--- src/hdl/imu_spike_reject_and_scale_unit_assert.svh ---
// ---------------------------------------------------------------------------
// IMU spike reject and scale unit: assertion macros
// Concurrent assertion wrappers sampled on clk; IMUSR_ASSERT is disabled in reset rst_n (active low).
// ---------------------------------------------------------------------------
`ifndef IMU_SPIKE_REJECT_AND_SCALE_UNIT_ASSERT_SVH
`define IMU_SPIKE_REJECT_AND_SCALE_UNIT_ASSERT_SVH

`ifndef SYNTHESIS

`define IMUSR_ASSERT(lbl, prp, msg) \
  lbl: assert property (@(posedge clk) disable iff (!rst_n) prp) else $error(msg);

`define IMUSR_ASSERT_ALWAYS(lbl, prp, msg) \
  lbl: assert property (@(posedge clk) prp) else $error(msg);

`else

`define IMUSR_ASSERT(lbl, prp, msg)

`define IMUSR_ASSERT_ALWAYS(lbl, prp, msg)

`endif

`endif

--- src/hdl/imusr_pkg.sv ---
// ---------------------------------------------------------------------------
// IMU spike reject and scale package
// Field widths, register codes, reset values and scaling constants.
// ---------------------------------------------------------------------------
package imusr_pkg;

  localparam int RAW_W   = 16;
  localparam int ACC_W   = 15;
  localparam int GYR_W   = 16;
  localparam int TMP_W   = 17;
  localparam int AXES    = 6;
  localparam int PADDR_W = 3;
  localparam int PDATA_W = 32;

  localparam logic REG_ACC_LIMIT = 1'b0;
  localparam logic REG_GYR_LIMIT = 1'b1;

  localparam logic [RAW_W-1:0] ACC_LIMIT_RST = 16'd16000;
  localparam logic [RAW_W-1:0] GYR_LIMIT_RST = 16'd5000;

  // Accel: round(a * 196133 / 640000) = (a * ACC_K + 2^34) >> 35.
  localparam int ACC_SH = 35;
  localparam int ACC_Q_W = 14;
  localparam int ACC_P_W = 50;
  localparam logic [63:0] ACC_K64 =
      ((64'd1 << ACC_SH) * 64'd196133 + 64'd639999) / 64'd640000;
  localparam logic [33:0] ACC_K = ACC_K64[33:0];
  localparam logic [ACC_P_W-1:0] ACC_HALF = ACC_P_W'(1) << (ACC_SH - 1);

  // Gyro: round(a * 128 / 131) = floor((a * 128 + 65) / 131).
  localparam int GYR_SH = 30;
  localparam int GYR_Q_W = 15;
  localparam int GYR_P_W = 46;
  localparam logic [63:0] GYR_K64 = ((64'd1 << GYR_SH) + 64'd130) / 64'd131;
  localparam logic [22:0] GYR_K = GYR_K64[22:0];
  localparam logic [6:0] GYR_LOW = 7'd65;

  // Temperature: round(m * 64 / 425) = floor(((m + 3) * 64 + 20) / 425).
  localparam int TMP_SH = 33;
  localparam int TMP_Q_W = 16;
  localparam int TMP_P_W = 49;
  localparam int TMP_N_W = 19;
  localparam int TMP_M_W = 18;
  localparam logic [63:0] TMP_K64 = ((64'd1 << TMP_SH) + 64'd424) / 64'd425;
  localparam logic [24:0] TMP_K = TMP_K64[24:0];
  localparam logic signed [TMP_N_W-1:0] TMP_OFS = 19'sd62101;
  localparam logic [TMP_M_W-1:0] TMP_HI = 18'd3;
  localparam logic [5:0] TMP_LOW = 6'd20;

endpackage

--- src/hdl/imu_spike_reject_and_scale_unit.sv ---
// ---------------------------------------------------------------------------
// IMU spike reject and scale unit
// Rejects per-axis jumps beyond a programmable limit and scales the chosen
// accel, gyro and temperature counts to fixed-point physical units.
// ---------------------------------------------------------------------------
//  Channel   Handshake                  Payload
//  in_       in_valid / in_stall        seven raw 16-bit counts
//  out_      out_valid / out_stall      three accel, three gyro, temperature
//  config    psel/penable/pwrite/pready two 16-bit spike limits
//
// One item per cycle while no stalled output backs up to the input.
// Each item passes the four pipeline registers: input, select, multiply, output.
// Reset restores both limits and the first-sample state; the held axes clear.
// A stalled output backs up through the pipeline; empty stages still fill.
// ---------------------------------------------------------------------------
module imu_spike_reject_and_scale_unit
  import imusr_pkg::*;
(
  input  logic                      clk,
  input  logic                      rst_n,
  input  logic                      in_valid,
  output logic                      in_stall,
  input  logic signed [RAW_W-1:0]   in_accel_x_raw,
  input  logic signed [RAW_W-1:0]   in_accel_y_raw,
  input  logic signed [RAW_W-1:0]   in_accel_z_raw,
  input  logic signed [RAW_W-1:0]   in_temp_raw,
  input  logic signed [RAW_W-1:0]   in_gyro_x_raw,
  input  logic signed [RAW_W-1:0]   in_gyro_y_raw,
  input  logic signed [RAW_W-1:0]   in_gyro_z_raw,
  output logic                      out_valid,
  input  logic                      out_stall,
  output logic signed [ACC_W-1:0]   out_accel_x_ms2,
  output logic signed [ACC_W-1:0]   out_accel_y_ms2,
  output logic signed [ACC_W-1:0]   out_accel_z_ms2,
  output logic signed [GYR_W-1:0]   out_gyro_x_dps,
  output logic signed [GYR_W-1:0]   out_gyro_y_dps,
  output logic signed [GYR_W-1:0]   out_gyro_z_dps,
  output logic signed [TMP_W-1:0]   out_temp_celsius,
  input  logic                      psel,
  input  logic                      penable,
  input  logic                      pwrite,
  input  logic [PADDR_W-1:0]        paddr,
  input  logic [PDATA_W-1:0]        pwdata,
  output logic [PDATA_W-1:0]        prdata,
  output logic                      pready
);

`include "imu_spike_reject_and_scale_unit_assert.svh"

  logic [RAW_W-1:0] acc_lim_r;
  logic [RAW_W-1:0] gyr_lim_r;
  logic             cfg_wr;

  logic v1_r, v2_r, v3_r, v4_r;
  logic free1, free2, free3, free4;
  logic mv1;

  logic [AXES-1:0][RAW_W-1:0] s1_axis_r;
  logic [RAW_W-1:0]           s1_temp_r;

  logic [AXES-1:0][RAW_W-1:0] held_r;
  logic                       first_r;

  logic [AXES-1:0][RAW_W-1:0] chosen;
  logic [AXES-1:0]            keep_new;
  logic [AXES-1:0][RAW_W:0]   diff;
  logic [AXES-1:0][RAW_W:0]   jump;
  logic [AXES-1:0][RAW_W-1:0] mag;

  logic signed [TMP_N_W-1:0]  tmp_ext;
  logic signed [TMP_N_W-1:0]  tmp_num;
  logic [TMP_M_W-1:0]         tmp_mag;

  logic [AXES-1:0][RAW_W-1:0] s2_mag_r;
  logic [AXES-1:0]            s2_neg_r;
  logic [TMP_M_W-1:0]         s2_tmag_r;
  logic                       s2_tneg_r;

  logic [2:0][ACC_P_W-1:0]    aprod;
  logic [2:0][GYR_P_W-1:0]    gprod;
  logic [TMP_M_W-1:0]         tmp_hi;
  logic [TMP_P_W-1:0]         tprod;

  logic [2:0][ACC_Q_W-1:0]    s3_aq_r;
  logic [2:0][GYR_Q_W-1:0]    s3_gq_r;
  logic [TMP_Q_W-1:0]         s3_tq_r;
  logic [AXES-1:0]            s3_neg_r;
  logic                       s3_tneg_r;

  logic signed [ACC_W-1:0] out_ax_r, out_ay_r, out_az_r;
  logic signed [GYR_W-1:0] out_gx_r, out_gy_r, out_gz_r;
  logic signed [TMP_W-1:0] out_t_r;

  // Configuration port.
  assign pready = 1'b1;
  assign cfg_wr = psel && penable && pwrite;

  always_ff @(posedge clk) begin
    if (!rst_n) begin
      acc_lim_r <= ACC_LIMIT_RST;
      gyr_lim_r <= GYR_LIMIT_RST;
    end else if (cfg_wr) begin
      unique case (paddr[2])
        REG_ACC_LIMIT: acc_lim_r <= pwdata[RAW_W-1:0];
        REG_GYR_LIMIT: gyr_lim_r <= pwdata[RAW_W-1:0];
        default: ;
      endcase
    end
  end

  always_comb begin
    unique case (paddr[2])
      REG_ACC_LIMIT: prdata = PDATA_W'(acc_lim_r);
      REG_GYR_LIMIT: prdata = PDATA_W'(gyr_lim_r);
      default:       prdata = '0;
    endcase
  end

  // Pipeline flow control.
  assign free4    = !v4_r || !out_stall;
  assign free3    = !v3_r || free4;
  assign free2    = !v2_r || free3;
  assign free1    = !v1_r || free2;
  assign mv1      = v1_r && free2;
  assign in_stall = !free1;

  always_ff @(posedge clk) begin
    if (!rst_n) begin
      v1_r <= 1'b0;
      v2_r <= 1'b0;
      v3_r <= 1'b0;
      v4_r <= 1'b0;
    end else begin
      if (free1) begin
        v1_r <= in_valid;
      end
      if (free2) begin
        v2_r <= v1_r;
      end
      if (free3) begin
        v3_r <= v2_r;
      end
      if (free4) begin
        v4_r <= v3_r;
      end
    end
  end

  // Input register.
  always_ff @(posedge clk) begin
    if (free1 && in_valid) begin
      s1_axis_r[0] <= in_accel_x_raw;
      s1_axis_r[1] <= in_accel_y_raw;
      s1_axis_r[2] <= in_accel_z_raw;
      s1_axis_r[3] <= in_gyro_x_raw;
      s1_axis_r[4] <= in_gyro_y_raw;
      s1_axis_r[5] <= in_gyro_z_raw;
      s1_temp_r    <= in_temp_raw;
    end
  end

  // Spike rejection against the held values.
  always_comb begin
    for (int i = 0; i < AXES; i++) begin
      diff[i] = {s1_axis_r[i][RAW_W-1], s1_axis_r[i]} - {held_r[i][RAW_W-1], held_r[i]};
      jump[i] = diff[i][RAW_W] ? (RAW_W+1)'(-diff[i]) : diff[i];
      if (i < 3) begin
        keep_new[i] = first_r || (jump[i] <= {1'b0, acc_lim_r});
      end else begin
        keep_new[i] = first_r || (jump[i] <= {1'b0, gyr_lim_r});
      end
      chosen[i] = keep_new[i] ? s1_axis_r[i] : held_r[i];
      mag[i]    = chosen[i][RAW_W-1] ? RAW_W'(-chosen[i]) : chosen[i];
    end
  end

  assign tmp_ext = TMP_N_W'(signed'(s1_temp_r));
  assign tmp_num = (tmp_ext <<< 2) + tmp_ext + TMP_OFS;
  assign tmp_mag = tmp_num[TMP_N_W-1] ? TMP_M_W'(-tmp_num) : tmp_num[TMP_M_W-1:0];

  always_ff @(posedge clk) begin
    if (!rst_n) begin
      held_r  <= '0;
      first_r <= 1'b1;
    end else if (mv1) begin
      first_r <= 1'b0;
      for (int i = 0; i < AXES; i++) begin
        if (keep_new[i]) begin
          held_r[i] <= s1_axis_r[i];
        end
      end
    end
  end

  always_ff @(posedge clk) begin
    if (mv1) begin
      for (int i = 0; i < AXES; i++) begin
        s2_mag_r[i] <= mag[i];
        s2_neg_r[i] <= chosen[i][RAW_W-1];
      end
      s2_tmag_r <= tmp_mag;
      s2_tneg_r <= tmp_num[TMP_N_W-1];
    end
  end

  // Constant scaling by reciprocal multiplication.
  always_comb begin
    for (int i = 0; i < 3; i++) begin
      aprod[i] = ACC_P_W'(s2_mag_r[i]) * ACC_P_W'(ACC_K) + ACC_HALF;
      gprod[i] = GYR_P_W'({s2_mag_r[i+3], GYR_LOW}) * GYR_P_W'(GYR_K);
    end
  end

  assign tmp_hi = s2_tmag_r + TMP_HI;
  assign tprod  = TMP_P_W'({tmp_hi, TMP_LOW}) * TMP_P_W'(TMP_K);

  always_ff @(posedge clk) begin
    if (v2_r && free3) begin
      for (int i = 0; i < 3; i++) begin
        s3_aq_r[i] <= aprod[i][ACC_SH +: ACC_Q_W];
        s3_gq_r[i] <= gprod[i][GYR_SH +: GYR_Q_W];
      end
      s3_tq_r   <= tprod[TMP_SH +: TMP_Q_W];
      s3_neg_r  <= s2_neg_r;
      s3_tneg_r <= s2_tneg_r;
    end
  end

  // Output register with sign restore.
  always_ff @(posedge clk) begin
    if (v3_r && free4) begin
      out_ax_r <= s3_neg_r[0] ? -ACC_W'(s3_aq_r[0]) : ACC_W'(s3_aq_r[0]);
      out_ay_r <= s3_neg_r[1] ? -ACC_W'(s3_aq_r[1]) : ACC_W'(s3_aq_r[1]);
      out_az_r <= s3_neg_r[2] ? -ACC_W'(s3_aq_r[2]) : ACC_W'(s3_aq_r[2]);
      out_gx_r <= s3_neg_r[3] ? -GYR_W'(s3_gq_r[0]) : GYR_W'(s3_gq_r[0]);
      out_gy_r <= s3_neg_r[4] ? -GYR_W'(s3_gq_r[1]) : GYR_W'(s3_gq_r[1]);
      out_gz_r <= s3_neg_r[5] ? -GYR_W'(s3_gq_r[2]) : GYR_W'(s3_gq_r[2]);
      out_t_r  <= s3_tneg_r ? -TMP_W'(s3_tq_r) : TMP_W'(s3_tq_r);
    end
  end

  assign out_valid        = v4_r;
  assign out_accel_x_ms2  = out_ax_r;
  assign out_accel_y_ms2  = out_ay_r;
  assign out_accel_z_ms2  = out_az_r;
  assign out_gyro_x_dps   = out_gx_r;
  assign out_gyro_y_dps   = out_gy_r;
  assign out_gyro_z_dps   = out_gz_r;
  assign out_temp_celsius = out_t_r;

  `IMUSR_ASSERT(a_stall_needs_item, in_stall |-> v1_r, "input stalled with empty input stage")
  `IMUSR_ASSERT(a_first_clears, mv1 |=> !first_r, "first-sample flag still set after an item")
  `IMUSR_ASSERT(a_held_stable, !mv1 |=> $stable(held_r), "held axes changed without an item")
  `IMUSR_ASSERT(a_acc_limit_write, (cfg_wr && (paddr[2] == REG_ACC_LIMIT)) |=> (acc_lim_r == $past(pwdata[RAW_W-1:0])), "accel limit write lost")
  `IMUSR_ASSERT_ALWAYS(a_reset_empty, !rst_n |=> !out_valid, "result valid right after reset")

endmodule

--- config.mk ---
export PLATFORM = sky130hd
export DESIGN_NAME = imu_spike_reject_and_scale_unit
export DESIGN_NICKNAME = d
export VERILOG_FILES = /design/src/hdl/imusr_pkg.sv /design/src/hdl/imu_spike_reject_and_scale_unit.sv
export VERILOG_INCLUDE_DIRS = /design/src /design/src/hdl
export SDC_FILE = /design/constraint.sdc
export NUM_CORES = 2
export LEC_CHECK = 0
export ABC_CLOCK_PERIOD_IN_PS = 13600
export BUFFER_PORTS_ARGS = -buffer_cell sky130_fd_sc_hd__buf_2
export CAP_MARGIN = 25
export CORE_MARGIN = 5
export CORE_UTILIZATION = 44
export CTS_CLUSTER_SIZE = 28
export DETAILED_ROUTE_END_ITERATION = 6
export GPL_ROUTABILITY_DRIVEN = 0
export PLACE_DENSITY_LB_ADDON = 0.3
export SLEW_MARGIN = 5
export SYNTH_ARGS = -nofsm -noshare
export SYNTH_HDL_FRONTEND = slang
export SYNTH_SLANG_ARGS = --single-unit
--- constraint.sdc ---
create_clock -name clk -period 13.6 [get_ports clk]
set_input_delay 2.04 -clock clk [delete_from_list [all_inputs] [get_ports clk]]
set_output_delay 2.04 -clock clk [all_outputs]
set_load 0.02 [all_outputs]
* Word level (Yosys, flattened, before mapping)
Cells that the tools add are included.
** Word-level totals
- Bits of input ports :: 154
- Word-level logic and storage cells :: 155
- Flip-flop bits (word level) :: 586
- Output and inout port bits :: 145
** Operators by class
- Bitwise operators :: 1
- Add/sub/neg operators :: 32
- Multiply operators :: 7
- Magnitude comparators :: 6
- Multiplexer cells :: 27
- Reduce and logical (&&, ||, !) cells :: 24
** Operators by type and width (number)
- $add 49x35->49 const B :: 3
- $mul 16x34->49 const B :: 3
- $mul 23x23->45 const B :: 3
- $mux 15 :: 9
- $mux 16 :: 7
- $le 17x16->1 :: 6
- $mux 17 :: 6
- $neg 17->17 :: 6
- $sub 16x16->17 :: 6
- $neg 16->16 :: 6
- $pmux 32 s2 :: 1
- $neg 15->16 :: 3
- $mul 22x25->47 const B :: 1
- $neg 14->15 :: 3
- $mux 14 :: 3
- $add 18x16->19 :: 1
- $add 19x17->19 const B :: 1
- $add 18x2->18 const B :: 1
- $mux 18 :: 1
- $neg 18->18 :: 1
- $neg 16->17 :: 1
- $logic_or 1x1->1 :: 10
- $logic_and 1x1->1 :: 6
- $logic_not 1->1 :: 6
- other kinds (2) :: 3

* Longest topological paths before layout
- Depth in word-level cells :: 8
- Mapped depth :: 36
- Depth with buffers taken out :: 35

* Least setup slack after synthesis
OpenSTA, ideal clock, no wires.
- Path kind :: input to register
- Start point :: input port out_stall
- End point :: register out_ax_r[0] (netlist: out_accel_x_ms2[0]), enable pin
- Slack :: 2.851 ns
- Cell stages on the path :: 1
- Required time :: 12.854 ns
- Path buffers :: 0
- Arrival :: 10.003 ns
- Library setup time :: 0.746 ns
- Cell sequence :: a21boi_0
** Between the ends
- Longest elaborated chain between the ends :: 3
** Ends and longest elaborated chain
- from (decl) :: RTL line imu_spike_reject_and_scale_unit.sv:31 : input logic out_stall,
- $logic_not 1->1 :: RTL line imu_spike_reject_and_scale_unit.sv:120 : assign free4 = !v4_r || !out_stall;
- $logic_or 1x1->1 :: RTL line imu_spike_reject_and_scale_unit.sv:120
- $logic_and 1x1->1 :: RTL line imu_spike_reject_and_scale_unit.sv:231 : if (v3_r && free4) begin
- to (signal assigned) :: RTL line imu_spike_reject_and_scale_unit.sv:232 : out_ax_r <= s3_neg_r[0] ? -ACC_W'(s3_aq_r[0]) : ACC_W'(s3_aq_r[0]);
- to (decl) :: RTL line imu_spike_reject_and_scale_unit.sv:90 : logic signed [ACC_W-1:0] out_ax_r, out_ay_r, out_az_r;
No other way between the ends.
A chain may end at the register's enable or synchronous reset.

* Final worst setup path
- Start point :: register s2_tmag_r[0]
- End point :: register s3_tq_r[15], data pin
** Between the ends
- Longest elaborated chain between the ends :: 2
** Ends and longest elaborated chain
- from (decl) :: RTL line imu_spike_reject_and_scale_unit.sv:76 : logic [TMP_M_W-1:0] s2_tmag_r;
- from (signal assigned) :: RTL line imu_spike_reject_and_scale_unit.sv:201 : s2_tmag_r <= tmp_mag;
- $add 18x2->18 :: RTL line imu_spike_reject_and_scale_unit.sv:214 : assign tmp_hi = s2_tmag_r + TMP_HI;
- $mul 22x25->47 :: RTL line imu_spike_reject_and_scale_unit.sv:215 : assign tprod = TMP_P_W'({tmp_hi, TMP_LOW}) * TMP_P_W'(TMP_K);
- via tprod[48] :: RTL line imu_spike_reject_and_scale_unit.sv:82 : logic [TMP_P_W-1:0] tprod;
- to (signal assigned) :: RTL line imu_spike_reject_and_scale_unit.sv:223 : s3_tq_r <= tprod[TMP_SH +: TMP_Q_W];
- to (decl) :: RTL line imu_spike_reject_and_scale_unit.sv:86 : logic [TMP_Q_W-1:0] s3_tq_r;
The timed path passes the listed nets, and every way through them passes these cells.

==> summary.md <==
| Metric | Value |
|---|---|
| Largest net degree at the start of global routing | roughly 100 |
| Fmax | slightly above 0.1 GHz |
| Post-DRT Antenna Nets | 0 |
| Crit-path slowest cell | xor2_1 |
| Initial cell density of the core | between 40% and 50% |
| Most used DFF post-synth | edfxtp_1 |
| Placement Rows | 161 |
| GR peak layer | met2 |
| Storage element area | ~0.016 sq mm |
| Synthesized flop and latch total | between 500 and 600 |
| Setup repair bufs after CTS | 0 |
| Post-synthesis sequential area ratio | a little under a fifth |
| I/O pin cnt | 299 |
| Post-synthesis cell area | 0.0855 sq mm |
| Rel. slew slack | a little under a third |
| Async S/R FF share, synth | 0% |
| Root Buffer | clkbuf_16 |
| Drt via density | 5.20 |
| Global routing usage on met3 | 2.08% |
| Hold Fails Final Rpt | 0 |
| Grt met1 use | between 20% and 30% |
| Nets | 11643 |
| HP Class | reg -> reg |
| Max-slew violations | 0 |
| Worst Path Max Fanout | 12 |
| Synthesis-to-layout area growth | 8.05% |
| Max Cap Viol | 0 |
| Vias in the first global route | roughly 63000 |
| Worst Setup Start Kind | flip-flop |
| Post-layout util | 47.9% |
| Post-synth EDFFs | between 400 and 500 |
| First-pass GRT wire length | about 330000 um |
| YS warnings | 0 |
| CTS tree | done |
| Setup TNS | 0 ns |
| WP data required | 14.01 ns |
| Drt pass-1 iters | 5 |
| Critical path class | reg -> reg |
| Total grt overflow | 0 |
| 1st-iter DRT viols | ~2700 |
| Chip width | ~450 um |
| Cts hold-fix bufs | 0 |
| Crit path DAT | 10.13 ns |
| Clock Sinks | between 500 and 600 |
| CP Capture Type | flip-flop |
| Synth unique cells | around 90 |
| Syn Area/Cell | 9.99 sq um |
| Fin crit share | a little under three quarters |
| Fill count | roughly 18000 |
| # setup viols final | 0 |
| Port buffer count | 263 |
| Area of the multi-input gates | approximately 0.061 sq mm |
| Clock-pin slew on the worst setup and hold paths | around 0.06 ns |
| Initial antenna violation count | 9 |
| Core area | slightly below 0.2 sq mm |
| Slew at the pin closest to its max-slew limit | slightly above 1 ns |
| H-tree levels | 3 |
| Post-cts resize count | 0 |
| CTS Buf Count | between 70 and 80 |
| Critical path's largest stage delay | slightly above 0.7 ns |
| Layout cells sized above 1 | around 5.7% |
| Full die area | about 0.20 sq mm |
| Die Ht | between 400 and 500 um |
| Min cycle time layout | 9.72 ns |
| Final Routed Wirelength | roughly 200000 um |
| Via count | ~59000 |
| Met2 usage in global routing | 35.3% |
| RSZ-0062 raised after global routing | false |
| Post-Route Skew | 0.0342 ns |
| Bufs on Longest Clock Path | 3 |
| Routed len/inst | approximately 18 um |
| Status | completed |
| GRT Util Overall | between 20% and 30% |
| Cells after Synth | between 8000 and 9000 |
| HPWL Detailed | 172000 um |
| # DRC | 0 |
| Clock Latency Late Sink | 0.69 ns |
-- synthesized netlist by cell type, drive strengths merged (62+ instances only) --
cell       n  area, sq um
a21oi    288         1440
o21a      62          465
inv     2004         7520
xnor2    365         3200
edfxtp   453        13600
or3       70          443
o21ai    250         1250
ha      1647        20600
nor2     302         1130
xor2     151         1320
nor2b    116          726
fa      1001        20000
clkbuf    69          259
nand3     91          455
a21o     124          931
dfxtp    133         2660
mux2i    108         1080
nand2    383         1440
nor3     112          561
-- per-stage QoR --
stage	hold slack, ns	instance area (sq um)	worst slack (ns)	instances
floorplan	0.400	85600	2.85	8575
global placement	0.407	89800	4.04	11284
detailed placement	0.410	89800	3.94	11285
CTS	0.438	92300	3.89	11424
global route	0.445	92400	3.33	11432
finish	0.438	92400	3.88	11433
-- cells in the final DEF (no fill, tap or decap), types with 62 or more instances in the layout --
master	synthesis	layout
inv_1	2004	2003
ha_1	1647	1647
fa_1	1001	1001
edfxtp_1	453	453
nand2_1	382	382
xnor2_1	365	365
nor2_1	302	302
a21oi_1	288	288
buf_2	25	262
o21ai_0	241	241
xor2_1	151	151
dfxtp_1	133	133
a21o_1	124	124
nor2b_1	116	114
nor3_1	112	112
mux2i_1	108	108
nand3_1	91	91
clkbuf_16	0	77
or3_1	69	69
o21a_1	62	62
-- worst max-delay path: cells and delay by family, from the launching register on --
kind | cells | cell delay, ns
AOI/OAI and AO/OA | 10 | 2.58
xor gates and xnor gates | 2 | 0.82
adders and majority gates | 9 | 3.87
buffers and inverters | 5 | 0.60
DFF | 1 | 0.62
and+or+nand+nor | 2 | 0.94
-- per-layer routing --
layer | wire length (um) | share of wire (%)
met3 | 7090 | 3.5
met1 | 86800 | 42
met4 | 11800 | 5.8
met5 | 13 | 0.0063
met2 | 99500 | 48
-- cell families after synthesis --
family	Yosys count	share of synthesized area, %
AOI/OAI and AO/OA	1163	9.04
xor gates and xnor gates	519	5.37
adders and majority gates	2648	47.5
buffers and inverters	2122	9.46
DFF	586	19.0
muxes	115	1.36
other	2	0.00878
and+or+nand+nor	1405	8.21
-- worst paths after layout --
path / startpoint / to / slack (ns) / cells past startpoint
worst max-delay path: s2_tmag_r[0]$_DFFE_PP_ / s3_tq_r[15]$_DFFE_PP_ / 3.88 / 28
worst min register to register: s2_neg_r[2]$_DFFE_PP_ / s3_neg_r[2]$_DFFE_PP_ / 0.44 / 0
worst max register to register: s2_tmag_r[0]$_DFFE_PP_ / s3_tq_r[15]$_DFFE_PP_ / 3.88 / 28
worst min-delay path: s2_neg_r[2]$_DFFE_PP_ / s3_neg_r[2]$_DFFE_PP_ / 0.44 / 0
-- layout make-up --
cell class	instances	share of cell area, %
Timing Repair Buffer	306	1.81
Clock inverter	42	0.497
Clock buffer	97	2.22
Sequential cell	586	17.6
Tap cell	2526	3.42
Inverter	2004	8.15
Multi-Input combinational cell	5867	66.3
Antenna cell	5	0.0135
-- flip-flops by register name (all words and copies together), names as in the netlist, 17 cells and up --
signal / count
held_r: 96
s1_axis_r: 96
s2_mag_r: 96
s3_gq_r: 45
s3_aq_r: 42
s2_tmag_r: 18
out_temp_celsius: 17
Power is left out: the tool's default activity adds up to more than one toggle a clock period on the data nets, which glitch-free logic cannot reach.
